## src/rtl/lasr_pkg.sv

```systemverilog
// Package for the linear attack-sustain-release envelope generator.
// Holds register indexes, request codes and fixed field widths; no dependencies.
package lasr_pkg;

    // Configuration register indexes
    localparam logic [1:0] REG_ATTACK  = 2'd0;
    localparam logic [1:0] REG_SUSTAIN = 2'd1;
    localparam logic [1:0] REG_RELEASE = 2'd2;
    localparam logic [1:0] REG_STEP    = 2'd3;

    // Request kinds carried in the input beat
    localparam logic REQ_TICK    = 1'b0;
    localparam logic REQ_RESTART = 1'b1;

    // Fixed field widths
    localparam int DUR_W   = 32;
    localparam int STEP_W  = 24;
    localparam int LEVEL_W = 16;
    localparam int END_W   = 34;   // attack + sustain + release without overflow

    localparam logic [STEP_W-1:0] STEP_RESET = 24'd1365;

endpackage

```

## src/rtl/linear_asr_envelope.sv

```systemverilog
// Linear ASR envelope: an accepted tick beat passes through SUM_AS, SUM_END and
// CLASS, then in attack or release through the restoring divider (one step per
// quotient bit), then FINISH, which waits for a free output register; the next beat
// is taken once back in IDLE. A restart beat is taken in IDLE and gives no result.
// Reset (synchronous, aresetn low) clears elapsed time and loads register defaults.
// Depends on lasr_pkg.
module linear_asr_envelope
    import lasr_pkg::*;
#(
    parameter int TIME_BITS       = 40,
    parameter int LEVEL_FRAC_BITS = 15
) (
    input  logic                 aclk,
    input  logic                 aresetn,
    // Configuration write port
    input  logic                 cfg_wr_en,
    input  logic [1:0]           cfg_index,
    input  logic [DUR_W-1:0]     cfg_data,
    // Input stream
    input  logic                 s_tvalid,
    output logic                 s_tready,
    input  logic [7:0]           s_tdata,    // [0] req_type, [7:1] zero
    input  logic                 s_tlast,    // block_end
    // Result stream
    output logic                 m_tvalid,
    input  logic                 m_tready,
    output logic [LEVEL_W-1:0]   m_tdata,    // [15:0] level
    output logic [0:0]           m_tuser,    // [0] done_res
    output logic                 m_tlast     // block_end_out
);

    localparam int CW   = (TIME_BITS > END_W) ? TIME_BITS : END_W;
    localparam int QW   = LEVEL_FRAC_BITS + 1;
    localparam int CNTW = $clog2(QW);
    localparam logic [CNTW-1:0] CNT_LAST = CNTW'(QW - 1);
    localparam logic [QW-1:0]   LVL_ONE  = {1'b1, {LEVEL_FRAC_BITS{1'b0}}};

    typedef enum logic [2:0] {
        ST_IDLE,
        ST_SUM_AS,
        ST_SUM_END,
        ST_CLASS,
        ST_DIV,
        ST_FINISH
    } state_t;

    state_t                state_reg;
    logic [DUR_W-1:0]      attack_reg, sustain_reg, release_reg;
    logic [STEP_W-1:0]     step_reg;
    logic [TIME_BITS-1:0]  time_reg;
    logic [DUR_W:0]        as_reg;
    logic [END_W-1:0]      end_reg;
    logic [DUR_W:0]        rem_reg;
    logic [DUR_W-1:0]      div_reg;
    logic [QW-1:0]         quo_reg;
    logic [CNTW-1:0]       cnt_reg;
    logic                  done_reg;
    logic                  blk_reg;
    logic                  m_tvalid_reg;
    logic [LEVEL_W-1:0]    m_tdata_reg;
    logic                  m_tuser_reg;
    logic                  m_tlast_reg;

    // Comparison operands at a common width
    logic [CW-1:0]         t_ext, a_ext, as_ext, end_ext, rel_diff;
    logic [TIME_BITS:0]    time_sum;
    logic [DUR_W:0]        rem_shift;
    logic                  rem_ge;
    logic [DUR_W:0]        rem_next;
    logic [QW+LEVEL_W-1:0] lvl_ext;
    logic                  out_free;

    assign t_ext    = CW'(time_reg);
    assign a_ext    = CW'(attack_reg);
    assign as_ext   = CW'(as_reg);
    assign end_ext  = CW'(end_reg);
    assign rel_diff = end_ext - t_ext;

    // Saturating time advance
    assign time_sum = (TIME_BITS + 1)'(time_reg) + (TIME_BITS + 1)'(step_reg);

    // Shared restoring divider step; the first step compares without a shift
    assign rem_shift = (cnt_reg == '0) ? rem_reg : {rem_reg[DUR_W-1:0], 1'b0};
    assign rem_ge    = rem_shift >= (DUR_W + 1)'(div_reg);
    assign rem_next  = rem_ge ? (rem_shift - (DUR_W + 1)'(div_reg)) : rem_shift;

    assign lvl_ext  = (QW + LEVEL_W)'(quo_reg);
    assign out_free = !m_tvalid_reg || m_tready;

    // Configuration registers
    always_ff @(posedge aclk) begin
        if (!aresetn) begin
            attack_reg  <= '0;
            sustain_reg <= '0;
            release_reg <= '0;
            step_reg    <= STEP_RESET;
        end else if (cfg_wr_en) begin
            case (cfg_index)
                REG_ATTACK:  attack_reg  <= cfg_data;
                REG_SUSTAIN: sustain_reg <= cfg_data;
                REG_RELEASE: release_reg <= cfg_data;
                REG_STEP:    step_reg    <= cfg_data[STEP_W-1:0];
                default: ;
            endcase
        end
    end

    // Sequencer, datapath registers and the output register
    always_ff @(posedge aclk) begin
        if (!aresetn) begin
            state_reg    <= ST_IDLE;
            time_reg     <= '0;
            cnt_reg      <= '0;
            m_tvalid_reg <= 1'b0;
        end else begin
            // Drop a taken beat unless a new result replaces it this cycle
            if (m_tvalid_reg && m_tready && (state_reg != ST_FINISH)) begin
                m_tvalid_reg <= 1'b0;
            end
            case (state_reg)
                ST_IDLE: begin
                    if (s_tvalid) begin
                        if (s_tdata[0] == REQ_RESTART) begin
                            time_reg <= '0;
                        end else begin
                            blk_reg   <= s_tlast;
                            state_reg <= ST_SUM_AS;
                        end
                    end
                end
                ST_SUM_AS: begin
                    as_reg    <= (DUR_W + 1)'(attack_reg) + (DUR_W + 1)'(sustain_reg);
                    state_reg <= ST_SUM_END;
                end
                ST_SUM_END: begin
                    end_reg   <= END_W'(as_reg) + END_W'(release_reg);
                    state_reg <= ST_CLASS;
                end
                ST_CLASS: begin
                    // Pick the phase, set up the divider, then advance time
                    done_reg <= (t_ext > end_ext);
                    cnt_reg  <= '0;
                    if (t_ext == '0) begin
                        quo_reg   <= '0;
                        state_reg <= ST_FINISH;
                    end else if (t_ext <= a_ext) begin
                        rem_reg   <= (DUR_W + 1)'(t_ext[DUR_W-1:0]);
                        div_reg   <= attack_reg;
                        state_reg <= ST_DIV;
                    end else if (t_ext <= as_ext) begin
                        quo_reg   <= LVL_ONE;
                        state_reg <= ST_FINISH;
                    end else if (t_ext <= end_ext) begin
                        rem_reg   <= (DUR_W + 1)'(rel_diff[DUR_W-1:0]);
                        div_reg   <= release_reg;
                        state_reg <= ST_DIV;
                    end else begin
                        quo_reg   <= '0;
                        state_reg <= ST_FINISH;
                    end
                    if (time_sum[TIME_BITS]) begin
                        time_reg <= '1;
                    end else begin
                        time_reg <= time_sum[TIME_BITS-1:0];
                    end
                end
                ST_DIV: begin
                    rem_reg <= rem_next;
                    quo_reg <= {quo_reg[QW-2:0], rem_ge};
                    if (cnt_reg == CNT_LAST) begin
                        cnt_reg   <= '0;
                        state_reg <= ST_FINISH;
                    end else begin
                        cnt_reg <= cnt_reg + 1'b1;
                    end
                end
                ST_FINISH: begin
                    // Hold the result until the output register is free
                    if (out_free) begin
                        m_tvalid_reg <= 1'b1;
                        m_tdata_reg  <= lvl_ext[LEVEL_W-1:0];
                        m_tuser_reg  <= done_reg;
                        m_tlast_reg  <= blk_reg;
                        state_reg    <= ST_IDLE;
                    end
                end
                default: begin
                    state_reg <= ST_IDLE;
                end
            endcase
        end
    end

    assign s_tready   = (state_reg == ST_IDLE);
    assign m_tvalid   = m_tvalid_reg;
    assign m_tdata    = m_tdata_reg;
    assign m_tuser[0] = m_tuser_reg;
    assign m_tlast    = m_tlast_reg;

    // A finished envelope always reports zero level
    a_done_zero: assert property (@(posedge aclk) disable iff (!aresetn)
        (m_tvalid && m_tuser[0]) |-> (m_tdata == '0))
        else $error("done flag raised with nonzero level");

    // The quotient never exceeds full scale when a result is formed
    a_quo_range: assert property (@(posedge aclk) disable iff (!aresetn)
        (state_reg == ST_FINISH) |-> (quo_reg <= LVL_ONE))
        else $error("level above full scale");

    // The divider step counter rests at zero outside the division
    a_cnt_idle: assert property (@(posedge aclk) disable iff (!aresetn)
        (state_reg != ST_DIV) |-> (cnt_reg == '0))
        else $error("divider counter active outside division");

    // A restart beat clears elapsed time
    a_restart: assert property (@(posedge aclk) disable iff (!aresetn)
        (s_tvalid && s_tready && (s_tdata[0] == REQ_RESTART)) |=> (time_reg == '0))
        else $error("restart did not clear elapsed time");

endmodule

```

## config.mk

```make
export PLATFORM = sky130hd
export DESIGN_NAME = linear_asr_envelope
export DESIGN_NICKNAME = d
export VERILOG_FILES = /design/src/rtl/lasr_pkg.sv /design/src/rtl/linear_asr_envelope.sv
export SDC_FILE = /design/constraint.sdc
export NUM_CORES = 1
export LEC_CHECK = 0
export ABC_CLOCK_PERIOD_IN_PS = 7750
export BUFFER_PORTS_ARGS = -buffer_cell sky130_fd_sc_hd__buf_4
export CAP_MARGIN = 10
export CORE_ASPECT_RATIO = 0.5
export CORE_MARGIN = 4
export CORE_UTILIZATION = 43
export DETAILED_ROUTE_END_ITERATION = 12
export GPL_TIMING_DRIVEN = 0
export PLACE_DENSITY_LB_ADDON = 0.08
export SYNTH_ARGS = -nofsm -noshare
export SYNTH_HDL_FRONTEND = slang
export SYNTH_SLANG_ARGS = --single-unit
```

## constraint.sdc

```tcl
create_clock -name aclk -period 7.75 [get_ports aclk]
set_input_delay 0 -clock aclk [delete_from_list [all_inputs] [get_ports aclk]]
set_output_delay 0 -clock aclk [all_outputs]
set_load 0.05 [all_outputs]
```

==> results of run 1 <==
[worst max-delay path, stage by stage (launching register included)]
cell	delay, ps
dfxtp_1	340
inv_1	100
ha_1	140
nor3b_2	640
clkbuf_1	570
mux2_2	420
ha_1	280
clkbuf_1	260
nand3_1	170
a21oi_1	130
o21ai_1	90
a21oi_1	290
nor4_1	120
nor3_2	330
o22a_1	420
buf_4	260
buf_2	280
o21ai_0	150
o211ai_1	140
o21ai_0	110
[timing repair]
item | CTS | global route
setup buffers | 0 | 0
hold endpoints to repair | 125 | 0
gates resized for setup | 0 | 0
hold buffers | 39 | 0
[cells in the final DEF (no fill, tap or decap), types with 33 or more instances in the layout]
master	n
a21oi_1	188
nand3_1	66
o21ai_0	141
a21o_1	84
buf_4	61
edfxtp_1	168
nand4_1	34
o21a_1	33
inv_1	205
ha_1	252
xor2_1	45
a21boi_0	120
clkbuf_16	36
clkbuf_1	101
xnor2_1	81
dlygate4sd3_1	39
dfxtp_1	168
nand2_1	408
mux2_2	34
nor2_1	119
[worst paths after layout]
check	cells past startpoint	to
setup / recovery	19	rem_reg[4]
hold reg to reg	0	m_tlast
setup reg to reg	19	rem_reg[4]
hold / removal	4	attack_reg[1]
[report_power, final]
part,internal [uW],leakage [uW],switching [uW]
registers,1930,0.00290,48.1
logic,267,0.00766,484
clock network,1000,0.000562,759
[cells in the mapped netlist (all sizes together), types with 45 or more instances]
master  count
dfxtp     168
nand3      66
nor2      120
xor2       45
xnor2      81
o21ai     165
inv       205
edfxtp    168
ha        252
nand2     409
a21o       84
a21oi     188
a21boi    123
clkbuf     93
[metrics by stage]
stage / cell area, sq um / std cells / hold slack, ps / total power (uW)
after floorplan: 23300 / 2670 / 98.9 / 2470
after global placement: 24600 / 3442 / 178 / 2720
after detailed placement: 24800 / 3449 / 182 / 2730
after CTS: 26300 / 3550 / 6.81 / 4500
after global routing: 26300 / 3550 / 41.7 / 4670
final: 26300 / 3552 / 11.1 / 4490
[cell type report]
type                    instances  area share [%]
plain buffers                 111            1.73
flip-flops and latches        336            31.9
well taps                     713            3.39
inverters                     205            2.92
multi-input cells            2018            52.1
clock buffers                  45            3.59
clock inverters                17           0.732
diodes                          2          0.0190
repair buffers                105            3.58
[cell families after synthesis]
group                    synth area share (%)
AND/OR/NAND/NOR                          15.6
AO/OA/AOI/OAI                            22.1
flip-flops                               36.1
buffers and inverters                    5.25
adder cells (fa/ha/maj)                  14.0
XOR/XNOR                                 4.73
multiplexers                             2.29
[metal layers]
layer  vias up  wire length, microns  global-route usage (%)
met5         -                     0                       0
met4         0                   957                    3.78
met3        63                  6510                    5.89
met2       618                 28500                    34.3
met1      9271                 39700                    41.5
li1       9845                     -                       -
==> flow_summary_export.csv, run 1 <==
group,metric,value,unit
run_status,status,"finished, final reports clean",
setup_path,worstSetupPathType,"flip-flop to flip-flop",
clock_network,cts-buffers-inserted,35,
sta,rsz0062_at_grt,"false",
sta,skew,41.5,ps
layout,multiInputGateArea,13700,sq um
detailed_routing,routed_via_density,5.57,
detailed_routing,drt_iter0_markers,1808,
logic_synthesis,yosys_warnings,0,
floorplan,die_w,337,microns
detailed_routing,drt-pass1-iter-count,5,
setup_path,cp_data_required_time,8020,ps
detailed_routing,drc,0,
detailed_routing,vias,19800,
pwr,ir_drop,0.117,mV
floorplan,die_h,173,microns
logic_synthesis,async_reset_ff_share,0,%
logic_synthesis,synth_cells,2670,
logic_synthesis,synth.area.top_cells,"edfxtp_1, dfxtp_1, ha_1",
layout,register_area,8410,sq um
setup_path,worstPathArrival,5800,ps
sta,tns,0,ps
floorplan,fp.coreArea,53700,sq um
logic_synthesis,syn_avg_cell_area,8.73,sq um
placed_design,port_buffers,59,
detailed_routing,ant_nets,0,
setup_path,reg2reg_slack,2220,ps
setup_path,worstPathMaxFanout,10,
run,drv_cap,0,
floorplan,rows,60,
logic_synthesis,yosys.cell_types.count,86,
clock_network,clock-sinks,336,
sta,fin_crit,5530,ps
layout,largest_register_ffs,40,
logic_synthesis,synth-seq-cells,336,
sta,slew_headroom,33.8,%
layout,drive_gt1_share,7.05,%
detailed_routing,wl,75700,microns
layout,fin_nets,3117,
global_route,gr-total-overflow,0,
pwr,leakage,0.0111,uW
floorplan,pin_count,68,
setup_path,startpoint,"cnt_reg[0]",
layout,nFillCells,5109,
setup_path,worstSetupStartpointType,"flip-flop",
logic_synthesis,ys.flop_type,"edfxtp_1",
floorplan,die_area,58200,sq um
logic_synthesis,synth-edff-count,168,
placed_design,hpwl,61300,microns
placed_design,gp_congestion,0.942,
clock_network,cts-root-buf,"clkbuf_16",
clock_network,cts_tree,"built",
sta,setup_viol,0,
pwr,power_density,170,nW/um^2
global_route,grt_pass1_vias,18300,
placed_design,pre_cts_slack,2230,ps
worst_hold_path,min_path_type,"input port to flip-flop",
layout,postLayoutCoreUtil,49.0,%
setup_path,r2r_start,"cnt_reg[0]",
logic_synthesis,synth_area,23300,sq um
clock_network,cts.clk_slew.worst_paths,70,ps
global_route,grt_max_degree,32,
sta,fmaxAchievable,181,MHz
worst_hold_path,hp-start,"cfg_wr_en",
logic_synthesis,yosys.area.top_type,"edfxtp_1",
sta,setup_slack,2220,ps
clock_network,ctsHtreeMaxLevel,2,
floorplan,initial_utilization,43.4,%
setup_path,cp-end-kind,"flip-flop",
clock_network,clockBufferDepth,3,
clock_network,insertion_delay,570,ps
global_route,grt_pass1_wl,113000,microns
logic_synthesis,synth_top_area_share,21.6,%
layout,area_delta_synth_final,12.9,%
global_route,grt.total_usage,25.6,%
global_route,antenna_found_initial,5,
logic_synthesis,syn_nets,2975,
sta,slew_viol_final,0,
sta,tightest_slew,993,ps
logic_synthesis,seq_area_frac_synth,36.1,%
sta,finalCritPeriodShare,71.4,%
detailed_routing,wl_per_cell,21.3,microns
sta,hold_viol,0,
No activity file was read; power rests on OpenSTA's default activity.
==> inputs of run 2 (changes only) <==
--- a/config.mk
+++ b/config.mk
@@ -5,7 +5,7 @@
 export SDC_FILE = /design/constraint.sdc
 export NUM_CORES = 1
 export LEC_CHECK = 0
-export ABC_CLOCK_PERIOD_IN_PS = 7750
+export ABC_CLOCK_PERIOD_IN_PS = 4800
 export BUFFER_PORTS_ARGS = -buffer_cell sky130_fd_sc_hd__buf_4
 export CAP_MARGIN = 10
 export CORE_ASPECT_RATIO = 0.5
==> constraint.sdc (replaced) <==
create_clock -name aclk -period 4.8 [get_ports aclk]
set_input_delay 0 -clock aclk [delete_from_list [all_inputs] [get_ports aclk]]
set_output_delay 0 -clock aclk [all_outputs]
set_load 0.05 [all_outputs]
==> run 2 against run 1 <==
Compared with the run above: wire length increased by 0.23%; via count increased by 0.56%; utilization grew 0.23 points; clock power grew 61%; cell count rose by 0.17%; sequential power grew 61%; combinational power grew 64%; first-iteration DRC count is 4.3% lower; critical endpoint unchanged; largest power group unchanged.
==> flow_summary_export.csv, run 2 (synthesis results as in run 1) <==
group,metric,value,unit
floorplan,rows,60,
setup_path,worstSetupStartpointType,"flip-flop",
sta,tightest_slew,971,ps
setup_path,cp_data_required_time,5070,ps
detailed_routing,wl,75900,microns
clock_network,cts_tree,"built",
sta,finalCritPeriodShare,95.8,%
sta,skew,36.4,ps
floorplan,pin_count,68,
layout,final_cell_mix,"nand2_1, ha_1, inv_1",
layout,postLayoutCoreUtil,49.3,%
sta,hold_ws,11.8,ps
layout,final_common_cell,"nand2_1",
clock_network,ctsHtreeMaxLevel,2,
placed_design,gp_congestion,0.942,
detailed_routing,vias,19900,
worst_hold_path,min_path_type,"input port to flip-flop",
clock_network,insertion_delay,560,ps
setup_path,worstPathArrival,4860,ps
pwr,total_power,7250,uW
global_route,grt.total_usage,25.6,%
sta,hold_viol,0,
pwr,power_density,274,nW/um^2
pwr,leakage,0.0112,uW
clock_network,cts.clk_slew.worst_paths,70,ps
placed_design,placed_cells,3449,
global_route,grt_pass1_vias,18300,
detailed_routing,drt_iter0_markers,1730,
clock_network,cts-root-buf,"clkbuf_16",
sta,tns,0,ps
floorplan,die_h,173,microns
global_route,grt_max_degree,32,
floorplan,die_w,337,microns
placed_design,port_buffers,59,
clock_network,cts-buffers-inserted,35,
placed_design,hpwl,61300,microns
layout,fin_nets,3120,
clock_network,clock-sinks,336,
setup_path,cp-end-kind,"flip-flop",
global_route,antenna_found_initial,5,
setup_path,worstPathMaxFanout,10,
sta,slew_headroom,35.3,%
layout,drive_gt1_share,7.71,%
detailed_routing,routed_via_density,5.59,
detailed_routing,drc,0,
clock_network,clockBufferDepth,3,
sta,fmaxAchievable,218,MHz
layout,area_delta_synth_final,13.4,%
run_status,status,"finished, final reports clean",
global_route,gr-total-overflow,0,
sta,rsz0062_at_grt,"false",
floorplan,initial_utilization,43.4,%
sta,fin_crit,4600,ps
floorplan,die_area,58200,sq um
setup_path,worstSetupPathType,"flip-flop to flip-flop",
detailed_routing,drt-pass1-iter-count,5,
pwr,ir_drop,0.190,mV
sta,setup_viol,0,
sta,slew_viol_final,0,
detailed_routing,ant_nets,0,
floorplan,fp.coreArea,53700,sq um
global_route,grt_pass1_wl,113000,microns
layout,final_cells,3558,
detailed_routing,wl_per_cell,21.3,microns
layout,largest_register_ffs,40,
run,drv_cap,0,
run 2: report_power, final:
part	switching, uW	internal (uW)
clock network	1220	1610
registers	77.9	3110
logic	784	443
total	2080	5170
run 2: final timing paths:
kind | slack [ps] | from | end | cells past startpoint
hold / removal | 10 | cfg_wr_en | attack_reg[1] | 4
setup / recovery | 200 | cnt_reg[0] | rem_reg[4] | 20
hold reg to reg | 430 | blk_reg | m_tlast | 0
setup reg to reg | 200 | cnt_reg[0] | rem_reg[4] | 20
run 2: area by class of cell:
| class | count | area [sq um] |
|---|---|---|
| tap | 713 | 892 |
| fill | 5101 | 27200 |
| buffer | 108 | 459 |
| clock inverter | 17 | 193 |
| multi-input combinational | 2018 | 13800 |
| inverter | 205 | 769 |
| sequential | 336 | 8410 |
| clock buffer | 45 | 945 |
| timing repair buffer | 111 | 1000 |
| antenna | 5 | 12.5 |
run 2: routing by layer:
metal	vias to the layer above	wire [microns]	track usage [%]
met3	63	6210	5.89
li1	9854	-	-
met2	609	28700	34.4
met5	-	0	0
met1	9381	40100	41.5
met4	0	903	3.78
run 2: metrics by stage:
| stage | area [sq um] | setup slack [ps] |
|---|---|---|
| 3_3_place_gp | 24600 | -932 |
| 3_5_place_dp | 24800 | -720 |
| 6_report | 26400 | 204 |
| 5_1_grt | 26400 | 6.51 |
| 4_1_cts | 26400 | 43.6 |
| 2_1_floorplan | 23300 | 598 |
run 2: what timing repair did:
item / in CTS / in global routing
setup buffers: 4 / 2
endpoints found under the hold margin: 125 / 0
gates resized for setup: 5 / 25
pin swaps: 1 / 3
hold buffers: 39 / 0
endpoints found under the setup margin: 34 / 76
run 2: worst max-delay path, stage by stage (launching register included):
cell and delay (ps):
dfxtp_1 340, inv_1 100, ha_1 160, nor3b_4 230
buf_12 150, clkbuf_4 220, mux2_2 370, ha_1 280
clkbuf_1 270, nand3_1 200, nor2_1 130, o21ai_0 90
a21oi_2 210, nor4_2 80, nor3_2 330, o22a_2 290
buf_4 220, clkbuf_4 250, o21ai_0 130, o211ai_1 130
o21ai_0 110
